## config.mk

```make
export PLATFORM = sky130hd
export DESIGN_NAME = crc8_frame_decoder_core
export DESIGN_NICKNAME = d
export VERILOG_FILES = /design/src/design/crcfd_pkg.sv /design/src/design/crc8_frame_decoder_core.sv
export VERILOG_INCLUDE_DIRS = /design/src /design/src/design
export SDC_FILE = /design/constraint.sdc
export NUM_CORES = 1
export LEC_CHECK = 0
export BUFFER_PORTS_ARGS = -buffer_cell sky130_fd_sc_hd__buf_2
export CAP_MARGIN = 20
export CORE_MARGIN = 3
export CORE_UTILIZATION = 43
export DETAILED_ROUTE_END_ITERATION = 16
export GPL_TIMING_DRIVEN = 0
export PLACE_DENSITY = 0.65
export SLEW_MARGIN = 5
export SYNTH_ARGS = -nofsm -noshare
export SYNTH_HDL_FRONTEND = slang
export SYNTH_SLANG_ARGS = --single-unit
```

## constraint.sdc

```tcl
create_clock -name clock -period 3.1 [get_ports clock]
set_input_delay 0.155 -clock clock [delete_from_list [all_inputs] [get_ports clock]]
set_output_delay 0.155 -clock clock [all_outputs]
set_load 0.01 [all_outputs]
```

## src/design/assert_macros.svh

```systemverilog
// ----------------------------------------------------------------------------
// assert_macros.svh
// Shared concurrent assertion helpers.
// ----------------------------------------------------------------------------
`ifndef ASSERT_MACROS_SVH
`define ASSERT_MACROS_SVH

// Concurrent assertion sampled on clk, switched off while rst is high.
`define ASSERT_CLK(lbl, clk, rst, prop, msg) \
   lbl: assert property (@(posedge clk) disable iff (rst) (prop)) else $error(msg);

// Same-cycle implication a |-> c.
`define ASSERT_IMPLY(lbl, clk, rst, a, c, msg) \
   `ASSERT_CLK(lbl, clk, rst, (a) |-> (c), msg)

`endif

```

## src/design/crcfd_pkg.sv

```systemverilog
// ----------------------------------------------------------------------------
// crcfd_pkg
// Types, constants and the CRC-8 byte update for the frame decoder.
// ----------------------------------------------------------------------------
`timescale 1ns / 1ps
`default_nettype none

package crcfd_pkg;

   localparam int unsigned BYTE_WIDTH      = 8;
   localparam int unsigned CSR_INDEX_WIDTH = 1;

   typedef logic [BYTE_WIDTH-1:0]      byte_type;
   typedef logic [CSR_INDEX_WIDTH-1:0] csr_index_type;

   // register indexes
   localparam csr_index_type CSR_START_BYTE  = 1'd0;
   localparam csr_index_type CSR_MAX_PAYLOAD = 1'd1;

   localparam byte_type START_BYTE_RESET  = 8'h7E;
   localparam byte_type MAX_PAYLOAD_RESET = 8'h20;

   // CRC-8/MAXIM, reflected form of polynomial 0x31
   localparam byte_type CRC_POLY_REFL = 8'h8C;
   localparam byte_type CRC_INIT      = 8'h00;

   typedef enum logic [5:0] {
      PH_WAIT    = 6'b000001,
      PH_ADDR    = 6'b000010,
      PH_CMD     = 6'b000100,
      PH_LEN     = 6'b001000,
      PH_PAYLOAD = 6'b010000,
      PH_CRC     = 6'b100000
   } phase_type;

   // one byte, LSB first, unrolled
   function automatic byte_type crc8_update(input byte_type crc, input byte_type data);
      byte_type c;
      byte_type d;
      logic     mix;
      c = crc;
      d = data;
      for (int k = 0; k < BYTE_WIDTH; k++) begin
         mix = c[0] ^ d[0];
         c   = c >> 1;
         if (mix) begin
            c = c ^ CRC_POLY_REFL;
         end
         d = d >> 1;
      end
      return c;
   endfunction

endpackage

`default_nettype wire

```

## src/design/crc8_frame_decoder_core.sv

```systemverilog
// ----------------------------------------------------------------------------
// crc8_frame_decoder_core
// Byte-serial parser for length-prefixed frames with a running CRC-8/MAXIM.
// ----------------------------------------------------------------------------
//
//   channel | dir | handshake             | payload
//   --------+-----+-----------------------+---------------------------------
//   req_    | in  | req_valid / req_stall | rx_byte
//   rsp_    | out | rsp_valid / rsp_stall | payload, frame and error fields
//   csr_    | in  | csr_write_enable      | csr_index, csr_write_data
//
// One item per cycle sustained while rsp_stall stays low.
// An input register feeds the parser step; its result goes to an output register.
// The input register takes a new item while a result waits in the output register, if it is empty.
// reset is synchronous: parser hunts for the start byte, state and valid registers take defaults.
// req_stall rises only when both the input and output registers hold items and
// rsp_stall is high.
//
`timescale 1ns / 1ps
`default_nettype none
`include "assert_macros.svh"

module crc8_frame_decoder_core (
   input  wire logic                     clock,
   input  wire logic                     reset,
   // input item
   input  wire logic                     req_valid,
   output      logic                     req_stall,
   input  wire crcfd_pkg::byte_type      req_rx_byte,
   // result item
   output      logic                     rsp_valid,
   input  wire logic                     rsp_stall,
   output      logic                     rsp_payload_valid,
   output      crcfd_pkg::byte_type      rsp_payload_data,
   output      crcfd_pkg::byte_type      rsp_payload_index,
   output      logic                     rsp_frame_done,
   output      logic                     rsp_frame_good,
   output      crcfd_pkg::byte_type      rsp_frame_address,
   output      crcfd_pkg::byte_type      rsp_frame_command,
   output      crcfd_pkg::byte_type      rsp_frame_length,
   output      logic                     rsp_length_error,
   // configuration
   input  wire logic                     csr_write_enable,
   input  wire crcfd_pkg::csr_index_type csr_index,
   input  wire crcfd_pkg::byte_type      csr_write_data
);

   import crcfd_pkg::*;

   // configuration
   byte_type  start_byte_ff,  start_byte_in;
   byte_type  max_payload_ff, max_payload_in;

   // input stage
   logic      in_valid_ff, in_valid_in;
   byte_type  in_byte_ff,  in_byte_in;

   // parser state
   phase_type phase_ff,   phase_in;
   byte_type  address_ff, address_in;
   byte_type  command_ff, command_in;
   byte_type  length_ff,  length_in;
   byte_type  count_ff,   count_in;
   byte_type  crc_ff,     crc_in;

   // output stage
   logic      out_valid_ff, out_valid_in;
   logic      pv_ff,   pv_in;
   byte_type  pd_ff,   pd_in;
   byte_type  pi_ff,   pi_in;
   logic      done_ff, done_in;
   logic      good_ff, good_in;
   logic      lerr_ff, lerr_in;

   logic      advance;
   byte_type  crc_next;
   byte_type  count_inc;

   // parser step fires when the input register has an item and the output slot frees
   assign advance   = in_valid_ff && (!out_valid_ff || !rsp_stall);
   assign req_stall = in_valid_ff && !advance;
   assign crc_next  = crc8_update(crc_ff, in_byte_ff);
   assign count_inc = count_ff + 8'd1;

   always_comb begin
      start_byte_in  = start_byte_ff;
      max_payload_in = max_payload_ff;
      if (csr_write_enable) begin
         case (csr_index)
            CSR_START_BYTE:  start_byte_in  = csr_write_data;
            CSR_MAX_PAYLOAD: max_payload_in = csr_write_data;
            default: ;
         endcase
      end
   end

   always_comb begin
      in_byte_in  = in_byte_ff;
      in_valid_in = in_valid_ff;
      if (advance) begin
         in_valid_in = 1'b0;
      end
      if (req_valid && !req_stall) begin
         in_valid_in = 1'b1;
         in_byte_in  = req_rx_byte;
      end
   end

   always_comb begin
      phase_in   = phase_ff;
      address_in = address_ff;
      command_in = command_ff;
      length_in  = length_ff;
      count_in   = count_ff;
      crc_in     = crc_ff;

      out_valid_in = out_valid_ff && rsp_stall;
      pv_in   = pv_ff;
      pd_in   = pd_ff;
      pi_in   = pi_ff;
      done_in = done_ff;
      good_in = good_ff;
      lerr_in = lerr_ff;

      if (advance) begin
         out_valid_in = 1'b1;
         pv_in   = 1'b0;
         pd_in   = '0;
         pi_in   = '0;
         done_in = 1'b0;
         good_in = 1'b0;
         lerr_in = 1'b0;
         case (phase_ff)
            PH_WAIT: begin
               if (in_byte_ff == start_byte_ff) begin
                  phase_in = PH_ADDR;
                  crc_in   = CRC_INIT;
               end
            end
            PH_ADDR: begin
               address_in = in_byte_ff;
               crc_in     = crc_next;
               phase_in   = PH_CMD;
            end
            PH_CMD: begin
               command_in = in_byte_ff;
               crc_in     = crc_next;
               phase_in   = PH_LEN;
            end
            PH_LEN: begin
               length_in = in_byte_ff;
               count_in  = '0;
               crc_in    = crc_next;
               if (in_byte_ff > max_payload_ff) begin
                  lerr_in  = 1'b1;
                  phase_in = PH_WAIT;
               end else if (in_byte_ff == '0) begin
                  phase_in = PH_CRC;
               end else begin
                  phase_in = PH_PAYLOAD;
               end
            end
            PH_PAYLOAD: begin
               pv_in    = 1'b1;
               pd_in    = in_byte_ff;
               pi_in    = count_ff;
               crc_in   = crc_next;
               count_in = count_inc;
               if (count_inc >= length_ff) begin
                  phase_in = PH_CRC;
               end
            end
            PH_CRC: begin
               done_in  = 1'b1;
               good_in  = (crc_ff == in_byte_ff);
               phase_in = PH_WAIT;
            end
            default: begin
               phase_in = PH_WAIT;
            end
         endcase
      end
   end

   always_ff @(posedge clock) begin
      if (reset) begin
         start_byte_ff  <= START_BYTE_RESET;
         max_payload_ff <= MAX_PAYLOAD_RESET;
         in_valid_ff    <= 1'b0;
         phase_ff       <= PH_WAIT;
         address_ff     <= '0;
         command_ff     <= '0;
         length_ff      <= '0;
         count_ff       <= '0;
         crc_ff         <= '0;
         out_valid_ff   <= 1'b0;
      end else begin
         start_byte_ff  <= start_byte_in;
         max_payload_ff <= max_payload_in;
         in_valid_ff    <= in_valid_in;
         phase_ff       <= phase_in;
         address_ff     <= address_in;
         command_ff     <= command_in;
         length_ff      <= length_in;
         count_ff       <= count_in;
         crc_ff         <= crc_in;
         out_valid_ff   <= out_valid_in;
      end
   end

   always_ff @(posedge clock) begin
      in_byte_ff <= in_byte_in;
      pv_ff      <= pv_in;
      pd_ff      <= pd_in;
      pi_ff      <= pi_in;
      done_ff    <= done_in;
      good_ff    <= good_in;
      lerr_ff    <= lerr_in;
   end

   assign rsp_valid         = out_valid_ff;
   assign rsp_payload_valid = pv_ff;
   assign rsp_payload_data  = pd_ff;
   assign rsp_payload_index = pi_ff;
   assign rsp_frame_done    = done_ff;
   assign rsp_frame_good    = good_ff;
   assign rsp_frame_address = address_ff;
   assign rsp_frame_command = command_ff;
   assign rsp_frame_length  = length_ff;
   assign rsp_length_error  = lerr_ff;

   // a waiting result always matches the parser state it left behind; payload count and item flags stay consistent
   `ASSERT_IMPLY(a_end_in_hunt, clock, reset,
      out_valid_ff && (done_ff || lerr_ff), phase_ff == PH_WAIT,
      "frame end or length error without return to hunting")
   `ASSERT_IMPLY(a_payload_bound, clock, reset,
      phase_ff == PH_PAYLOAD, count_ff < length_ff,
      "payload count reached held length inside payload phase")
   `ASSERT_IMPLY(a_kind_exclusive, clock, reset,
      out_valid_ff, !(pv_ff && (done_ff || lerr_ff)) && !(done_ff && lerr_ff),
      "more than one item kind flagged")
   `ASSERT_IMPLY(a_good_needs_done, clock, reset,
      out_valid_ff && good_ff, done_ff,
      "frame_good without frame_done")

endmodule

`default_nettype wire
```

==> flow_results.org <==
** Layout
- Area grow syn2layout :: 18.30%
- The number of antenna diodes in the final layout is 0.
- At the end of the flow the core is filled with cells to 53.34%.
- Fill cells in the final layout number 868.
- Share of layout cells above drive strength 1 :: a little under a fifth
- Number of nets in the final layout :: between 500 and 600
- Area taken by flip-flops and latches :: 2122 um^2
- Number of cells in the finished layout apart from fillers :: 647
- Multi-input gate area in the final layout :: 1968 um^2

** STA
- Setup repair after global routing left no endpoint under its margin.
- The number of hold violations in the final report is 0.
- Sum Neg Setup Slack :: 0 ps
- Measured against its own limit, the worst slew margin works out to 51.37%.
- Time the worst path needs with I/O delays and setup :: roughly 2800 ps
- Clock skew after layout :: roughly 15 ps
- In the finished design, the share of the clock period the worst path needs comes to 91.37%.
- Max-slew violation count :: 0
- At the pin with the least slew margin, the transition time is 729.5 ps.
- Highest clock rate :: 353.1 MHz
- Setup violations remaining at the end of the flow were counted as 0.

** Detailed routing
- After detailed routing, the number of vias per cell comes to around 5.2.
- The first detailed-routing pass ran for 5 iterations.
- DRT iter0 DRCs :: ~140
- Remaining DRCs :: 0
- Wire length per cell :: around 16 um
- The routed design has 10090 um of wire.
- Vias :: 3364
- Routed Antenna Nets :: 0

** CTS
- Num CTS Buffers :: 9
- Clock tree synthesis selected as its root buffer the cell clkbuf_8.
- Insertion delay of the later-clocked pin in the worst-skew pair :: 360 ps
- H-tree Lvls :: 3
- Clock tree sinks :: 92
- TritonCTS clock tree :: built
- After clock tree synthesis, the clock-pin slew on the worst setup and hold paths is 90 ps.
- Maximum number of buffers from clock root to sink :: 2

** Synthesis
- In the post-synthesis netlist, the cell with the most instances is dfxtp_1.
- The most used flip-flop cell after synthesis is dfxtp_1.
- Area share of the largest cell type after synthesis :: between 30% and 40%
- Synthesized area :: 4245 um^2
- In this run, synthesis produced a sequential element count of 92.
- Register area share after synthesis :: approximately half
- For this run, asynchronously set or reset flops after synthesis account for 0%.
- Yosys warns :: 0
- Number of distinct library cell variants in the gate-level netlist after synthesis :: 44
- By area the synthesized netlist is led by dfxtp_1, edfxtp_1, ha_1, nor2_1, xnor2_1.
- Dividing the synthesized area by the synthesized cell count gives 9.942 um^2.
- Synthesis produced a netlist with a net count of 466.
- Synthesized instance count :: 427
- Cell accounting for the most synthesized area :: dfxtp_1
- The commonest cells after synthesis are dfxtp_1, nor2_1, a21oi_1.
- Counting flops with a built-in enable in the synthesized netlist gives 28.

** Critical path
- Cell-by-cell listing of the critical path :: ha_1, nand3_1, nor2_1, xor2_1, ha_1, a21oi_1, nor2b_1, a2111oi_4, nor2_1, o32a_1
- For this run, the slowest stage of the critical path takes 460 ps.
- The slowest stage of the critical path is the a2111oi_4 cell.
- The worst setup path is captured at a register.
- STA puts the critical path data required time at 3350 ps.
- In this run the worst path has a maximum fanout of 6.
- The critical path is of the reg -> reg type.
- Data on the critical path arrives at its endpoint at 3080 ps.
- The worst setup path is launched from a register.

** Global route
- Overflow after GRT :: 0
- The number of antenna violations at the first check in global routing was 0.
- Vias in the first global route :: 3371
- Pin count of the biggest net entering global routing :: 30
- Global routing used about a fifth of the available tracks.
- Global-route wire length before repair :: ~17000 um

** Hold path
- Min-delay worst type :: in -> reg

** Floorplan
- For this configuration, the core starts out at a cell density of 45.09%.
- Area of the die :: 11100 um^2
- Area of the core :: 9415 um^2
- Width of the chip :: 105.4 um
- The floorplan has 35 rows.
- roughly 70 I/O pins were placed.
- The floorplan step set the die height to 105.4 um.

** Power
- Reported leakage power :: 2.074 nW
- Worst vdd rail ir drop :: between 0.15 and 0.2 mV
- Dividing total power by cell area gives a power density of between 400 and 500 nW/um^2.

** Placement
- Post-Place Cells :: 621
- After legalization and detailed placement, the total HPWL measured 7184 um.
- Routability-driven placement finished with a final weighted congestion of 0.8436.
- Port buffering added 65 buffers.

** Run status
- Result of the run :: completed

** Job
- Max-cap violations in this run came to 0.
-- layout by cell type, fill, tap and decap left out, types with 10 or more instances in the layout --
master,instances
a22oi_1,11
mux2i_1,17
inv_1,18
nor2b_1,14
nand2_1,25
dfxtp_1,64
xor2_1,15
xnor2_1,20
buf_2,70
edfxtp_1,28
clkbuf_8,10
nor2_1,48
dlygate4sd3_1,10
a21oi_1,32
ha_1,17
and2_1,17
nand3_1,19
clkbuf_1,17
-- flip-flops by register name (all words and copies together) (netlist names) --
signal / count
rsp_frame_command: 8
rsp_frame_good: 1
in_valid_ff: 1
rsp_length_error: 1
rsp_frame_address: 8
rsp_payload_valid: 1
phase_ff: 6
rsp_frame_done: 1
rsp_frame_length: 8
start_byte_ff: 8
count_ff: 8
rsp_payload_data: 8
in_byte_ff: 8
crc_ff: 8
rsp_payload_index: 8
rsp_valid: 1
max_payload_ff: 8
-- critical path: cells and delay by family, from the launching register on --
kind / cells / cell delay, ps
fa+ha+maj: 2 / 550
flops: 1 / 440
compound gates: 3 / 910
xor+xnor: 1 / 230
simple gates: 4 / 590
-- final timing paths --
path,startpoint,endpoint,slack [ps],cells past startpoint
max,count_ff[0]$_SDFFE_PP0P_,phase_ff[0]$_SDFFE_PP1P_,270,10
min,csr_write_data[4],start_byte_ff[4]$_SDFFE_PP1P_,20,2
max reg2reg,count_ff[0]$_SDFFE_PP0P_,phase_ff[0]$_SDFFE_PP1P_,270,10
min reg2reg,max_payload_ff[7]$_SDFFE_PP0P_,max_payload_ff[7]$_SDFFE_PP0P_,470,2
-- layer usage --
layer  up-vias  share of wire (%)  global-route usage [%]
met2        89                 48                   31.33
met1      1601                 44                   24.56
met4         0                2.2                   7.873
li1       1653                  -                       -
met5         -                  0                       0
met3        21                5.4                   3.246
-- repair_timing --
item / 4_1_cts / 5_1_grt
resized for setup: 0 / 1
hold buffers: 10 / 0
endpoints found under the setup margin: 0 / 3
endpoints found under the hold margin: 10 / 0
buffers inserted: 0 / 0
-- cells by family after synthesis --
family / after synthesis / synth area share [%]
simple gates: 151 / 18.04
xor+xnor: 36 / 7.604
flops: 92 / 49.99
buf+inv: 41 / 3.949
compound gates: 73 / 11.41
fa+ha+maj: 17 / 5.010
mux: 17 / 4.008
-- power by group --
group	internal [mW]	total, mW	switching, mW
clock network	0.316	0.747	0.431
registers	1.27	1.28	0.0155
logic	0.0854	0.208	0.123
total	1.67	2.24	0.569
-- cell type report --
class                   instances  area share (%)
flip-flops and latches         92           42.25
multi-input cells             294           39.19
repair buffers                 75           8.470
well taps                     129           3.214
clock buffers                  11           2.815
plain buffers                  23           2.018
inverters                      18           1.345
clock inverters                 5          0.6976
-- metrics by stage --
stage | area (um^2) | total power [mW] | hold WS [ps] | setup WS [ps]
after global placement | 4732 | 1.504 | 333.2 | 186.0
final | 5022 | 2.238 | 19.54 | 267.7
after floorplan | 4245 | 1.441 | 253.9 | 559.2
after detailed placement | 4733 | 1.509 | 333.6 | 108.6
after CTS | 5010 | 2.253 | 9.232 | 83.26
after global routing | 5022 | 2.333 | 13.03 | 50.91
Power figures use the tool's default switching activity.
